--- src/hw/rtl/srtf_pkg.sv ---
// Shared types, constants and state codes for the shortest-remaining-time-first scheduler.
package srtf_pkg;

   // Field widths fixed by the item format.
   localparam int PnumWidth  = 5;
   localparam int TimeWidth  = 16;
   localparam int BurstWidth = 8;
   localparam int EntryWidth = TimeWidth + BurstWidth;

   // Default table size and reset value of the process count register.
   localparam int MaxProcessesDefault = 16;
   localparam logic [PnumWidth-1:0] CountReset = PnumWidth'(1);

   // Saturation value of the time counter.
   localparam logic [TimeWidth-1:0] TimeMax = '1;

   // Depth of the command queue between front and back.
   localparam int QueueDepth = 2;

   // Input action codes.
   typedef enum logic {
      ACT_LOAD = 1'b0,
      ACT_TICK = 1'b1
   } action_type;

   // Command kinds after classification by the front.
   typedef enum logic {
      CMD_LOAD = 1'b0,
      CMD_TICK = 1'b1
   } cmd_type;

   // Back-end sequencer states.
   typedef enum logic [1:0] {
      BK_IDLE,
      BK_SCAN,
      BK_WRITE
   } back_state_type;

   // One input word.
   typedef struct packed {
      action_type             action;
      logic [PnumWidth-1:0]   process_number;
      logic [TimeWidth-1:0]   arrival;
      logic [BurstWidth-1:0]  burst;
   } req_type;

   // One result word.
   typedef struct packed {
      logic [TimeWidth-1:0]   tick_time;
      logic [PnumWidth-1:0]   running_process;
      logic                   finished;
      logic [TimeWidth-1:0]   completion_time;
      logic                   all_done;
   } rsp_type;

   // A classified command as held in the queue; slot is the zero-based entry.
   typedef struct packed {
      cmd_type                cmd;
      logic [PnumWidth-1:0]   slot;
      logic [TimeWidth-1:0]   arrival;
      logic [BurstWidth-1:0]  burst;
   } queue_entry_type;

   // Queue status and data seen by the back end.
   typedef struct packed {
      logic             valid;
      queue_entry_type  entry;
   } queue_out_type;

endpackage

--- src/hw/rtl/srtf_ram.sv ---
// Generic single-write, single-read RAM with registered read data.
module srtf_ram #(
   parameter int Width = 8,
   parameter int Depth = 16
) (
   input  logic                      clock,
   input  logic                      wr_en,
   input  logic [$clog2(Depth)-1:0]  wr_addr,
   input  logic [Width-1:0]          wr_data,
   input  logic                      rd_en,
   input  logic [$clog2(Depth)-1:0]  rd_addr,
   output logic [Width-1:0]          rd_data
);

   logic [Width-1:0] mem_ff [Depth];
   logic [Width-1:0] rd_data_ff;

   // Write port and registered read port.
   always_ff @(posedge clock) begin
      if (wr_en) begin
         mem_ff[wr_addr] <= wr_data;
      end
      if (rd_en) begin
         rd_data_ff <= mem_ff[rd_addr];
      end
   end

   assign rd_data = rd_data_ff;

endmodule

--- src/hw/rtl/srtf_front.sv ---
// Front end: accepts command words, classifies them and queues them for the back end.
module srtf_front #(
   parameter int MaxProcesses = srtf_pkg::MaxProcessesDefault
) (
   input  logic                     clock,
   input  logic                     reset,
   input  logic                     start,
   input  srtf_pkg::req_type        req_data,
   output logic                     busy,
   output srtf_pkg::queue_out_type  queue_out,
   input  logic                     queue_pop
);
   import srtf_pkg::*;

   localparam int PtrW = (QueueDepth > 1) ? $clog2(QueueDepth) : 1;
   localparam int CntW = $clog2(QueueDepth + 1);

   queue_entry_type entries_ff [QueueDepth];
   logic [PtrW-1:0] wr_ptr_ff, wr_ptr_in;
   logic [PtrW-1:0] rd_ptr_ff, rd_ptr_in;
   logic [CntW-1:0] count_ff, count_in;

   logic            accept;
   logic            pnum_ok;
   logic            push;
   logic            pop;
   queue_entry_type new_entry;

   // Classify the incoming word; loads to a nonexistent entry are dropped here.
   always_comb begin
      accept  = start && !busy;
      pnum_ok = (req_data.process_number != '0) &&
                (32'(req_data.process_number) <= MaxProcesses);
      push    = accept && ((req_data.action == ACT_TICK) || pnum_ok);

      new_entry.cmd     = (req_data.action == ACT_TICK) ? CMD_TICK : CMD_LOAD;
      new_entry.slot    = req_data.process_number - PnumWidth'(1);
      new_entry.arrival = req_data.arrival;
      new_entry.burst   = req_data.burst;
   end

   // Queue pointers and fill level.
   always_comb begin
      pop       = queue_pop && (count_ff != '0);
      wr_ptr_in = wr_ptr_ff;
      rd_ptr_in = rd_ptr_ff;
      if (push) begin
         wr_ptr_in = (32'(wr_ptr_ff) == QueueDepth - 1) ? '0 : wr_ptr_ff + PtrW'(1);
      end
      if (pop) begin
         rd_ptr_in = (32'(rd_ptr_ff) == QueueDepth - 1) ? '0 : rd_ptr_ff + PtrW'(1);
      end
      count_in = count_ff + CntW'(push) - CntW'(pop);
   end

   always_ff @(posedge clock) begin
      if (reset) begin
         wr_ptr_ff <= '0;
         rd_ptr_ff <= '0;
         count_ff  <= '0;
      end else begin
         wr_ptr_ff <= wr_ptr_in;
         rd_ptr_ff <= rd_ptr_in;
         count_ff  <= count_in;
      end
   end

   // Queue storage needs no reset.
   always_ff @(posedge clock) begin
      if (push) begin
         entries_ff[wr_ptr_ff] <= new_entry;
      end
   end

   assign busy            = (32'(count_ff) == QueueDepth);
   assign queue_out.valid = (count_ff != '0);
   assign queue_out.entry = entries_ff[rd_ptr_ff];

endmodule

--- src/hw/rtl/srtf_back.sv ---
// Back end: writes process entries and runs one scheduling scan per tick.
module srtf_back #(
   parameter int MaxProcesses = srtf_pkg::MaxProcessesDefault
) (
   input  logic                                clock,
   input  logic                                reset,
   input  srtf_pkg::queue_out_type             queue_in,
   output logic                                queue_pop,
   input  logic [$clog2(MaxProcesses+1)-1:0]   used_count,
   output logic                                rsp_valid,
   output srtf_pkg::rsp_type                   rsp_data
);
   import srtf_pkg::*;

   localparam int IdxW = $clog2(MaxProcesses);
   localparam int CntW = $clog2(MaxProcesses + 1);

   back_state_type state_ff, state_in;

   // Scan control.
   logic [CntW-1:0]         issue_ff, issue_in;
   logic                    rd_vld_ff, rd_vld_in;
   logic [IdxW-1:0]         rd_idx_ff, rd_idx_in;
   logic                    rd_bit_ff, rd_bit_in;

   // Running best candidate and count of entries with work left.
   logic                    found_ff, found_in;
   logic [IdxW-1:0]         best_idx_ff, best_idx_in;
   logic [BurstWidth-1:0]   best_rem_ff, best_rem_in;
   logic [TimeWidth-1:0]    best_arr_ff, best_arr_in;
   logic [CntW-1:0]         nz_ff, nz_in;

   logic [MaxProcesses-1:0] loaded_ff, loaded_in;
   logic [TimeWidth-1:0]    time_ff, time_in;
   logic                    rsp_valid_ff, rsp_valid_in;
   rsp_type                 rsp_data_ff, rsp_data_in;

   // Table memory: arrival in the upper bits, remaining work in the lower bits.
   logic                    ram_we;
   logic [IdxW-1:0]         ram_waddr;
   logic [EntryWidth-1:0]   ram_wdata;
   logic                    ram_re;
   logic [IdxW-1:0]         ram_raddr;
   logic [EntryWidth-1:0]   ram_rdata;

   logic [BurstWidth-1:0]   ent_rem;
   logic [TimeWidth-1:0]    ent_arr;
   logic                    ent_better;
   logic                    fin;

   srtf_ram #(
      .Width (EntryWidth),
      .Depth (MaxProcesses)
   ) u_table (
      .clock   (clock),
      .wr_en   (ram_we),
      .wr_addr (ram_waddr),
      .wr_data (ram_wdata),
      .rd_en   (ram_re),
      .rd_addr (ram_raddr),
      .rd_data (ram_rdata)
   );

   // Next state.
   always_comb begin
      state_in = state_ff;
      unique case (state_ff)
         BK_IDLE: begin
            if (queue_in.valid && (queue_in.entry.cmd == CMD_TICK)) begin
               state_in = BK_SCAN;
            end
         end
         BK_SCAN: begin
            if ((issue_ff >= used_count) && !rd_vld_ff) begin
               state_in = BK_WRITE;
            end
         end
         BK_WRITE: begin
            state_in = BK_IDLE;
         end
         default: begin
            state_in = BK_IDLE;
         end
      endcase
   end

   // Compare the entry whose read data has just arrived against the best so far.
   always_comb begin
      ent_rem    = rd_bit_ff ? ram_rdata[BurstWidth-1:0] : '0;
      ent_arr    = ram_rdata[EntryWidth-1:BurstWidth];
      ent_better = (ent_rem != '0) && (ent_arr <= time_ff) &&
                   (!found_ff || (ent_rem < best_rem_ff) ||
                    ((ent_rem == best_rem_ff) && (ent_arr < best_arr_ff)));
      fin        = found_ff && (best_rem_ff == BurstWidth'(1));
   end

   // Datapath and outputs per state.
   always_comb begin
      queue_pop    = 1'b0;
      ram_we       = 1'b0;
      ram_waddr    = best_idx_ff;
      ram_wdata    = {best_arr_ff, best_rem_ff - BurstWidth'(1)};
      ram_re       = 1'b0;
      ram_raddr    = issue_ff[IdxW-1:0];
      issue_in     = issue_ff;
      rd_vld_in    = 1'b0;
      rd_idx_in    = rd_idx_ff;
      rd_bit_in    = rd_bit_ff;
      found_in     = found_ff;
      best_idx_in  = best_idx_ff;
      best_rem_in  = best_rem_ff;
      best_arr_in  = best_arr_ff;
      nz_in        = nz_ff;
      loaded_in    = loaded_ff;
      time_in      = time_ff;
      rsp_valid_in = 1'b0;
      rsp_data_in  = rsp_data_ff;

      unique case (state_ff)
         BK_IDLE: begin
            queue_pop = queue_in.valid;
            issue_in  = '0;
            found_in  = 1'b0;
            nz_in     = '0;
            if (queue_in.valid && (queue_in.entry.cmd == CMD_LOAD)) begin
               ram_we    = 1'b1;
               ram_waddr = IdxW'(queue_in.entry.slot);
               ram_wdata = {queue_in.entry.arrival, queue_in.entry.burst};
               loaded_in[IdxW'(queue_in.entry.slot)] = 1'b1;
            end
         end
         BK_SCAN: begin
            // Issue one read per cycle over the entries in use.
            if (issue_ff < used_count) begin
               ram_re    = 1'b1;
               issue_in  = issue_ff + CntW'(1);
               rd_vld_in = 1'b1;
               rd_idx_in = issue_ff[IdxW-1:0];
               rd_bit_in = loaded_ff[issue_ff[IdxW-1:0]];
            end
            if (rd_vld_ff) begin
               if (ent_rem != '0) begin
                  nz_in = nz_ff + CntW'(1);
               end
               if (ent_better) begin
                  found_in    = 1'b1;
                  best_idx_in = rd_idx_ff;
                  best_rem_in = ent_rem;
                  best_arr_in = ent_arr;
               end
            end
         end
         BK_WRITE: begin
            // Run the chosen process one unit and report the slot.
            ram_we                      = found_ff;
            rsp_valid_in                = 1'b1;
            rsp_data_in.tick_time       = time_ff;
            rsp_data_in.running_process = found_ff ? PnumWidth'(32'(best_idx_ff) + 1) : '0;
            rsp_data_in.finished        = fin;
            rsp_data_in.completion_time = !fin ? '0 :
                                          (time_ff == TimeMax) ? TimeMax :
                                          time_ff + TimeWidth'(1);
            rsp_data_in.all_done        = (nz_ff == '0) || ((nz_ff == CntW'(1)) && fin);
            if (time_ff != TimeMax) begin
               time_in = time_ff + TimeWidth'(1);
            end
         end
         default: begin
            queue_pop = 1'b0;
         end
      endcase
   end

   // Control state.
   always_ff @(posedge clock) begin
      if (reset) begin
         state_ff     <= BK_IDLE;
         rd_vld_ff    <= 1'b0;
         found_ff     <= 1'b0;
         loaded_ff    <= '0;
         time_ff      <= '0;
         rsp_valid_ff <= 1'b0;
      end else begin
         state_ff     <= state_in;
         rd_vld_ff    <= rd_vld_in;
         found_ff     <= found_in;
         loaded_ff    <= loaded_in;
         time_ff      <= time_in;
         rsp_valid_ff <= rsp_valid_in;
      end
   end

   // Payload registers.
   always_ff @(posedge clock) begin
      issue_ff    <= issue_in;
      rd_idx_ff   <= rd_idx_in;
      rd_bit_ff   <= rd_bit_in;
      best_idx_ff <= best_idx_in;
      best_rem_ff <= best_rem_in;
      best_arr_ff <= best_arr_in;
      nz_ff       <= nz_in;
      rsp_data_ff <= rsp_data_in;
   end

   assign rsp_valid = rsp_valid_ff;
   assign rsp_data  = rsp_data_ff;

endmodule

--- src/hw/rtl/srtf_preemptive_scheduler.sv ---
// Top level of the shortest-remaining-time-first scheduler: front, queue, back and CSR.
// A load word is written to the table from the idle state and produces no result.
// A tick word strobes its result after an idle check, one read per entry in use, a drain
// of the last read and a write-back. The back end pops no new word until that write-back;
// a two-word queue lets start be taken meanwhile.
// Results are never held off. Reset clears time, marks all entries unloaded, sets count to one.
module srtf_preemptive_scheduler #(
   parameter int MaxProcesses = srtf_pkg::MaxProcessesDefault
) (
   input  logic                              clock,
   input  logic                              reset,
   input  logic                              start,
   input  srtf_pkg::req_type                 req_data,
   output logic                              busy,
   output logic                              rsp_valid,
   output srtf_pkg::rsp_type                 rsp_data,
   input  logic                              csr_valid,
   output logic                              csr_ready,
   input  logic [srtf_pkg::PnumWidth-1:0]    csr_data
);
   import srtf_pkg::*;

   localparam int CntW = $clog2(MaxProcesses + 1);

   logic [PnumWidth-1:0] count_ff, count_in;
   logic [CntW-1:0]      used_count;
   queue_out_type        queue_out;
   logic                 queue_pop;

   // Process count register; the write channel is always ready.
   assign csr_ready = 1'b1;

   always_comb begin
      count_in = count_ff;
      if (csr_valid && csr_ready) begin
         count_in = csr_data;
      end
   end

   always_ff @(posedge clock) begin
      if (reset) begin
         count_ff <= CountReset;
      end else begin
         count_ff <= count_in;
      end
   end

   // Counts beyond the table size act as the table size.
   always_comb begin
      if (32'(count_ff) > MaxProcesses) begin
         used_count = CntW'(MaxProcesses);
      end else begin
         used_count = CntW'(count_ff);
      end
   end

   srtf_front #(
      .MaxProcesses (MaxProcesses)
   ) u_front (
      .clock     (clock),
      .reset     (reset),
      .start     (start),
      .req_data  (req_data),
      .busy      (busy),
      .queue_out (queue_out),
      .queue_pop (queue_pop)
   );

   srtf_back #(
      .MaxProcesses (MaxProcesses)
   ) u_back (
      .clock      (clock),
      .reset      (reset),
      .queue_in   (queue_out),
      .queue_pop  (queue_pop),
      .used_count (used_count),
      .rsp_valid  (rsp_valid),
      .rsp_data   (rsp_data)
   );

`ifndef SYNTHESIS
   // Every write-back is followed by the idle state, so result strobes never come back to back.
   a_rsp_spacing: assert property (@(posedge clock) disable iff (reset)
      rsp_valid |=> !rsp_valid)
      else $error("result strobes in consecutive cycles");

   // A finished process always reports a nonzero completion time.
   a_fin_ctime: assert property (@(posedge clock) disable iff (reset)
      (rsp_valid && rsp_data.finished) |-> (rsp_data.completion_time != '0))
      else $error("finished slot without completion time");

   // If everything is done after a busy slot, the process that ran must have finished.
   a_done_fin: assert property (@(posedge clock) disable iff (reset)
      (rsp_valid && rsp_data.all_done && (rsp_data.running_process != '0))
         |-> rsp_data.finished)
      else $error("all done while running process still has work");

   // The queue is only popped while it holds a word.
   a_pop_valid: assert property (@(posedge clock) disable iff (reset)
      queue_pop |-> queue_out.valid)
      else $error("queue popped while empty");
`endif

endmodule

--- config.mk ---
export PLATFORM = sky130hd
export DESIGN_NAME = srtf_preemptive_scheduler
export DESIGN_NICKNAME = d
export VERILOG_FILES = /design/src/hw/rtl/srtf_pkg.sv /design/src/hw/rtl/srtf_ram.sv /design/src/hw/rtl/srtf_front.sv /design/src/hw/rtl/srtf_back.sv /design/src/hw/rtl/srtf_preemptive_scheduler.sv
export SDC_FILE = /design/constraint.sdc
export NUM_CORES = 1
export LEC_CHECK = 0
export BUFFER_PORTS_ARGS = -buffer_cell sky130_fd_sc_hd__buf_4
export CORE_MARGIN = 2
export CORE_UTILIZATION = 35
export CTS_CLUSTER_SIZE = 40
export DETAILED_ROUTE_END_ITERATION = 8
export RECOVER_POWER = 50
export SETUP_SLACK_MARGIN = 0.05
export SKIP_CTS_REPAIR_TIMING = 1
export SYNTH_ARGS = -nofsm -noshare
export SYNTH_HDL_FRONTEND = slang
export SYNTH_SLANG_ARGS = --single-unit
--- constraint.sdc ---
create_clock -name clock -period 6 [get_ports clock]
set_clock_uncertainty 0.15 [all_clocks]
set_input_delay 0.3 -clock clock [delete_from_list [all_inputs] [get_ports clock]]
set_output_delay 0.3 -clock clock [all_outputs]
set_load 0.05 [all_outputs]
Yosys cells after proc, flatten, opt, wreduce, memory -nomap -nowiden
Memories as Yosys holds them, arrays and structs flattened. A register that Yosys moved wholly into a read port is not among the register bits.
Index checks and enable logic that the tools add are counted.
- multiplexer cells: 37
- equality and inequality tests: 14
- reduce and logical (&&, ||, !) cells: 34
- $add $sub $neg: 10
- bitwise gates (word level): 2
- magnitude comparators: 10
- operators by type and width (operator ; number):
    2-to-1 mux 24 bit ; 2
    2-to-1 mux 5 bit ; 4
    one-hot mux 5 bit (2 select lines) ; 2
    2-to-1 mux 1 bit ; 18
    adder 16 x 1 -> 16 bit, second input constant ; 1
    equality test 16 bit, second input constant ; 1
    <= comparator 16 bit ; 1
    less-than comparator 16 bit ; 1
    2-to-1 mux 16 bit ; 1
    inequality test 16 bit, second input constant ; 1
    bitwise OR 16 bit ; 1
    logical AND 1 bit ; 13
    inequality test 2 x 1 -> 1 bit, second input constant ; 6
    adder 5 x 1 -> 5 bit, second input constant ; 2
    less-than comparator 4 x 5 -> 1 bit, second input constant ; 2
    AND reduction 2 bit ; 5
    AND reduction 3 bit ; 3
    equality test 8 x 1 -> 1 bit, second input constant ; 1
    equality test 8 bit ; 1
    less-than comparator 8 bit ; 1
    2-to-1 mux 4 bit ; 2
    2-to-1 mux 8 bit ; 1
    nonzero test 8 bit ; 1
    subtractor 8 x 1 -> 8 bit, second input constant ; 1
    other kinds (25) ; 35
- register bits: 128
- memories kept: 2
- input bits: 39
- word-level logic and storage cells: 131
- output and inout bits: 42
- RAM bits: 444
- memory list (name ; depth ; bits a word ; read ports ; clocked after memory_dff ; write ports ; line ; text):
    u_back.u_table.mem_ff ; 16 ; 24 ; 1 ; 1 ; 1 ; srtf_ram.sv:15 ; logic [Width-1:0] mem_ff [Depth];
    u_front.entries_ff ; 2 ; 30 ; 1 ; 1 ; 1 ; srtf_front.sv:18 ; queue_entry_type entries_ff [QueueDepth];

Depth between registers and ports, before layout
- depth after elaboration: 8
- mapped depth: 11
- gate-level depth less buffers: 10

Cells and area by module
From an unflattened synthesis, not the netlist that was laid out.
- cell total of the unflattened synthesis: 1400
- area, all modules: 24214.5 µm²
- modules (own cells, without submodules) (module ; seq. area each (µm²) ; area an instance (µm²) ; cells an instance ; instances):
    srtf_ram ; 12251.8 ; 15170.8 ; 636 ; 1
    srtf_back ; 3203.1 ; 6261.0 ; 598 ; 1
    srtf_front ; 1901.8 ; 2558.7 ; 143 ; 1
    srtf_preemptive_scheduler ; 100.1 ; 224.0 ; 23 ; 1

Worst setup path after synthesis
OpenSTA, ideal clock, no wires.
- kind: register to register
- start: reg u_back.rd_bit_ff
- end: reg u_back.best_arr_ff[0], enable pin
- period minus slack after synthesis: 4.209 ns
- stages on the path, launching flop included: 8
- buffers on the path: 0
- data arrival time: 3.603 ns
- slack: 1.791 ns
- cell sequence: edfxtp_1 > and2_1 > ha_1 > nor2b_1 > o211ai_1 > a21oi_1 > o31a_1 > a21boi_0
- cells in the longest elaborated chain, start to end: 6
- elaborated cells on any way between the ends: 10
- those cells by class: order compare: 1; eq/ne: 1; mux: 1; reduce/logical: 7
- RTL lines (item ; line ; text):
    from (decl) ; srtf_back.sv:24 ; logic rd_bit_ff, rd_bit_in;
    from (signal assigned) ; srtf_back.sv:197 ; rd_bit_ff <= rd_bit_in;
    2-to-1 mux 8 bit (*) ; srtf_back.sv:89 ; ent_rem = rd_bit_ff ? ram_rdata[BurstWidth-1:0] : '0;
    net u_back.ent_rem[1] ; srtf_back.sv:46 ; logic [BurstWidth-1:0] ent_rem;
    less-than comparator 8 bit / equality test 8 bit (equally long branches) ; srtf_back.sv:92, srtf_back.sv:93 ;
    logical OR 1 bit / logical AND 1 bit (equally long branches) ; srtf_back.sv:92, srtf_back.sv:93 ;
    logical OR 1 bit ; srtf_back.sv:92 ; (!found_ff || (ent_rem < best_rem_ff) ||
    logical AND 1 bit (*) ; srtf_back.sv:91 ; ent_better = (ent_rem != '0) && (ent_arr <= time_ff) &&
    AND reduction 3 bit (no line) (*) ; - ;
    to (signal assigned) ; srtf_back.sv:200 ; best_arr_ff <= best_arr_in;
    to (decl) ; srtf_back.sv:30 ; logic [TimeWidth-1:0] best_arr_ff, best_arr_in;
Mark *: on every way through the listed nets, which the timed path passes. The rest lies on a longest branch.
A chain may end at the register's enable or synchronous reset.

==> metrics.txt <==
via/cell ratio=5.12; Iteration-0 DRC Markers=1086; ANT nets after route=0; first-pass GRT wire length=77300 um; total inserted antenna cells=0; crit share post-route=0.743; wire per inst=21.1 um; Post-DP HPWL=32900 um; pin slew with the least headroom to its limit=2.09 ns; Max clock buf depth=3; post-synthesis sequential area ratio=0.728; Final Hold Vio Count=0; Final Util=0.415; YS warnings=0; die width=265 um; EDFF count, synth=548; routed vias=12398; final hold slack=0.00598 ns; post-synthesis net count=1415; violated checks=capacitance limit, slew limit; # rows=95; top_reg_cell synth=edfxtp_1; initial antenna violation count=0; critical path peak fanout=24; Clock Latency Late Sink=0.61 ns; RePlAce Congestion=0.787; DIE AREA=70400 um2; Post-synth ARST share=0; Unique masters post-synth=53; final setup TNS=0 ns; CTS sink count=595; PortBufs=79; Syn-to-layout area delta=17.0%; core box area=67400 um2; vias in the first global route=12426; CTS Buf Count=58; Startpoint Class=flip-flop; largest net degree at the start of global routing=101; TritonCTS clock tree=yes; Arr. time, crit path=4.58 ns; Final Cell Area=28000 um2; Required @ worst endpoint=6.12 ns; register bit total from synthesis=595; boundary pin count=81; gr usage total=0.145; crit end category=flip-flop; drt drc=0; slew margin rel.=-0.392; post-route minimum period=4.46 ns; dpl cell area=25800 um2; share of cells above drive strength 1=0.188; layout net count=1592; Setup CP Type=flip-flop to flip-flop; final slew viol count=104; total power=0.0115 W; setup violators final=0; VDD IR max=0.000344 V; worst hold path class=input pin to flip-flop; H-tree depth=2; grt total ovfl=0; initial core utilization=0.355; max-cap violation count=3; RSZ-0062 raised after global routing=no; Max Fclk=0.224 GHz; pwr/cell area=411 nW/um2; Synth Cell Area=23900 um2; commonest cells after routing, fill and taps aside=edfxtp_1 (548), mux4_2 (125), clkbuf_1 (84), a21oi_1 (68), inv_1 (59); cell count after synthesis=1321; clk slew on worst S/H paths=0.06 ns; final wirelength=51000 um; status=finished with violations; Avg Cell Area, Syn=18.1 um2; first-pass iteration count of the detailed router=5; commonest non-fill, non-tap cell in the layout=edfxtp_1; P_leak=8.95 nW; Die H=265 um; root buf cell=clkbuf_16
cells in the mapped netlist, drive strengths merged, types with 2 or more instances:
| cell | instances | share of area |
|---|---|---|
| inv | 60 | 0.0094 |
| nor2 | 75 | 0.012 |
| o211ai | 2 | 0.00063 |
| ha | 55 | 0.029 |
| o21a | 5 | 0.0016 |
| clkbuf | 30 | 0.0047 |
| edfxtp | 548 | 0.69 |
| dfxtp | 47 | 0.039 |
| nand3 | 19 | 0.0040 |
| and2 | 12 | 0.0031 |
| nor4 | 12 | 0.0043 |
| or3 | 5 | 0.0013 |
| nor3b | 4 | 0.0015 |
| a21o | 4 | 0.0013 |
| a21oi | 68 | 0.014 |
| a211o | 2 | 0.00073 |
| o32ai | 4 | 0.0015 |
| buf | 23 | 0.0052 |
| o21ai | 35 | 0.0073 |
| xnor2 | 28 | 0.010 |
| xor2 | 7 | 0.0026 |
| a211oi | 7 | 0.0022 |
| nand4 | 10 | 0.0026 |
| nand2 | 49 | 0.0077 |
| mux2i | 28 | 0.012 |
| nor3 | 13 | 0.0032 |
| nor2b | 13 | 0.0034 |
| nand2b | 5 | 0.0013 |
| and3 | 8 | 0.0021 |
| mux4 | 125 | 0.12 |
| a31oi | 4 | 0.0010 |
cell type report:
type	instances	area, um2
Multi-Input combinational cell	613	6090
Fill cell	5983	39400
Clock inverter	42	556
Tap cell	873	1090
Inverter	60	225
Sequential cell	595	17400
Timing Repair Buffer	170	1090
Clock buffer	67	1530
kinds of logic (layout without fill, tap and decap cells):
family,after synthesis,in the layout,synth area share
compound gates,141,141,0.0342
xor+xnor,35,35,0.0128
fa+ha+maj,55,55,0.0288
buf+inv,113,339,0.0193
flops,595,595,0.728
mux,154,154,0.130
other cells,1,1,0.000157
simple gates,227,227,0.0471
power breakdown:
| part | internal (W) | switching, W | leakage [nW] |
|---|---|---|---|
| clock network | 0.00238 | 0.00154 | 1.01 |
| logic | 0.000790 | 0.00147 | 2.56 |
| registers | 0.00517 | 0.000152 | 5.38 |
layer usage:
metal  GRT usage  vias to the layer above  routed length (um)
met1       0.220                     6385               24000
met3      0.0272                       72                3250
met4      0.0437                        0                1230
met2       0.213                      355               22600
met5           0                        -                   0
li1            -                     5586                   -
sequential cells by signal (all words and copies together), names as in the netlist, named ones only:
signal	flops
u_back.best_arr_ff	16
u_back.nz_ff	5
u_back.state_ff	2
u_back.time_ff	16
u_back.u_table.rd_data	24
u_back.rsp_data	39
u_back.u_table.mem_ff	384
u_back.best_idx_ff	4
count_ff	5
u_back.rd_vld_ff	1
u_front.wr_ptr_ff	1
u_back.rd_idx_ff	4
u_back.loaded_ff	16
u_back.rd_bit_ff	1
u_front.entries_ff	58
u_back.rsp_valid	1
u_front.rd_ptr_ff	1
u_back.issue_ff	5
u_back.found_ff	1
u_back.best_rem_ff	8
u_front.count_ff	2
critical path, cell delays in order, from the launching register on:
cell and delay (ns):
dfxtp_1 0.92, clkbuf_1 1.17, mux2i_1 0.51, nand2_1 0.15, o21ai_0 0.30, nand2_1 0.34, nor2_2 0.17, buf_4 0.36
through the flow:
step                      worst slack [ns]  std cells
after CTS                             2.50       2381
after global routing                  1.31       2420
after detailed placement              2.50       2272
after global placement                2.56       2272
final                                 1.54       2420
after floorplan                       1.79       1321
path summary, 6_finish.rpt:
| path | startpoint | to | slack [ns] | depth (start not counted) |
|---|---|---|---|---|
| worst max-delay path | flip-flop | u_back.u_table.mem_ff[4][18] | 1.54 | 7 |
| worst min-delay path | reset | count_ff[2] | 0.006 | 2 |
| worst max register to register | flip-flop | u_back.u_table.mem_ff[4][18] | 1.54 | 7 |
| worst min register to register | u_back.rd_idx_ff[2] | u_back.best_idx_ff[2] | 0.27 | 0 |
(Power assumes the default switching activity.)
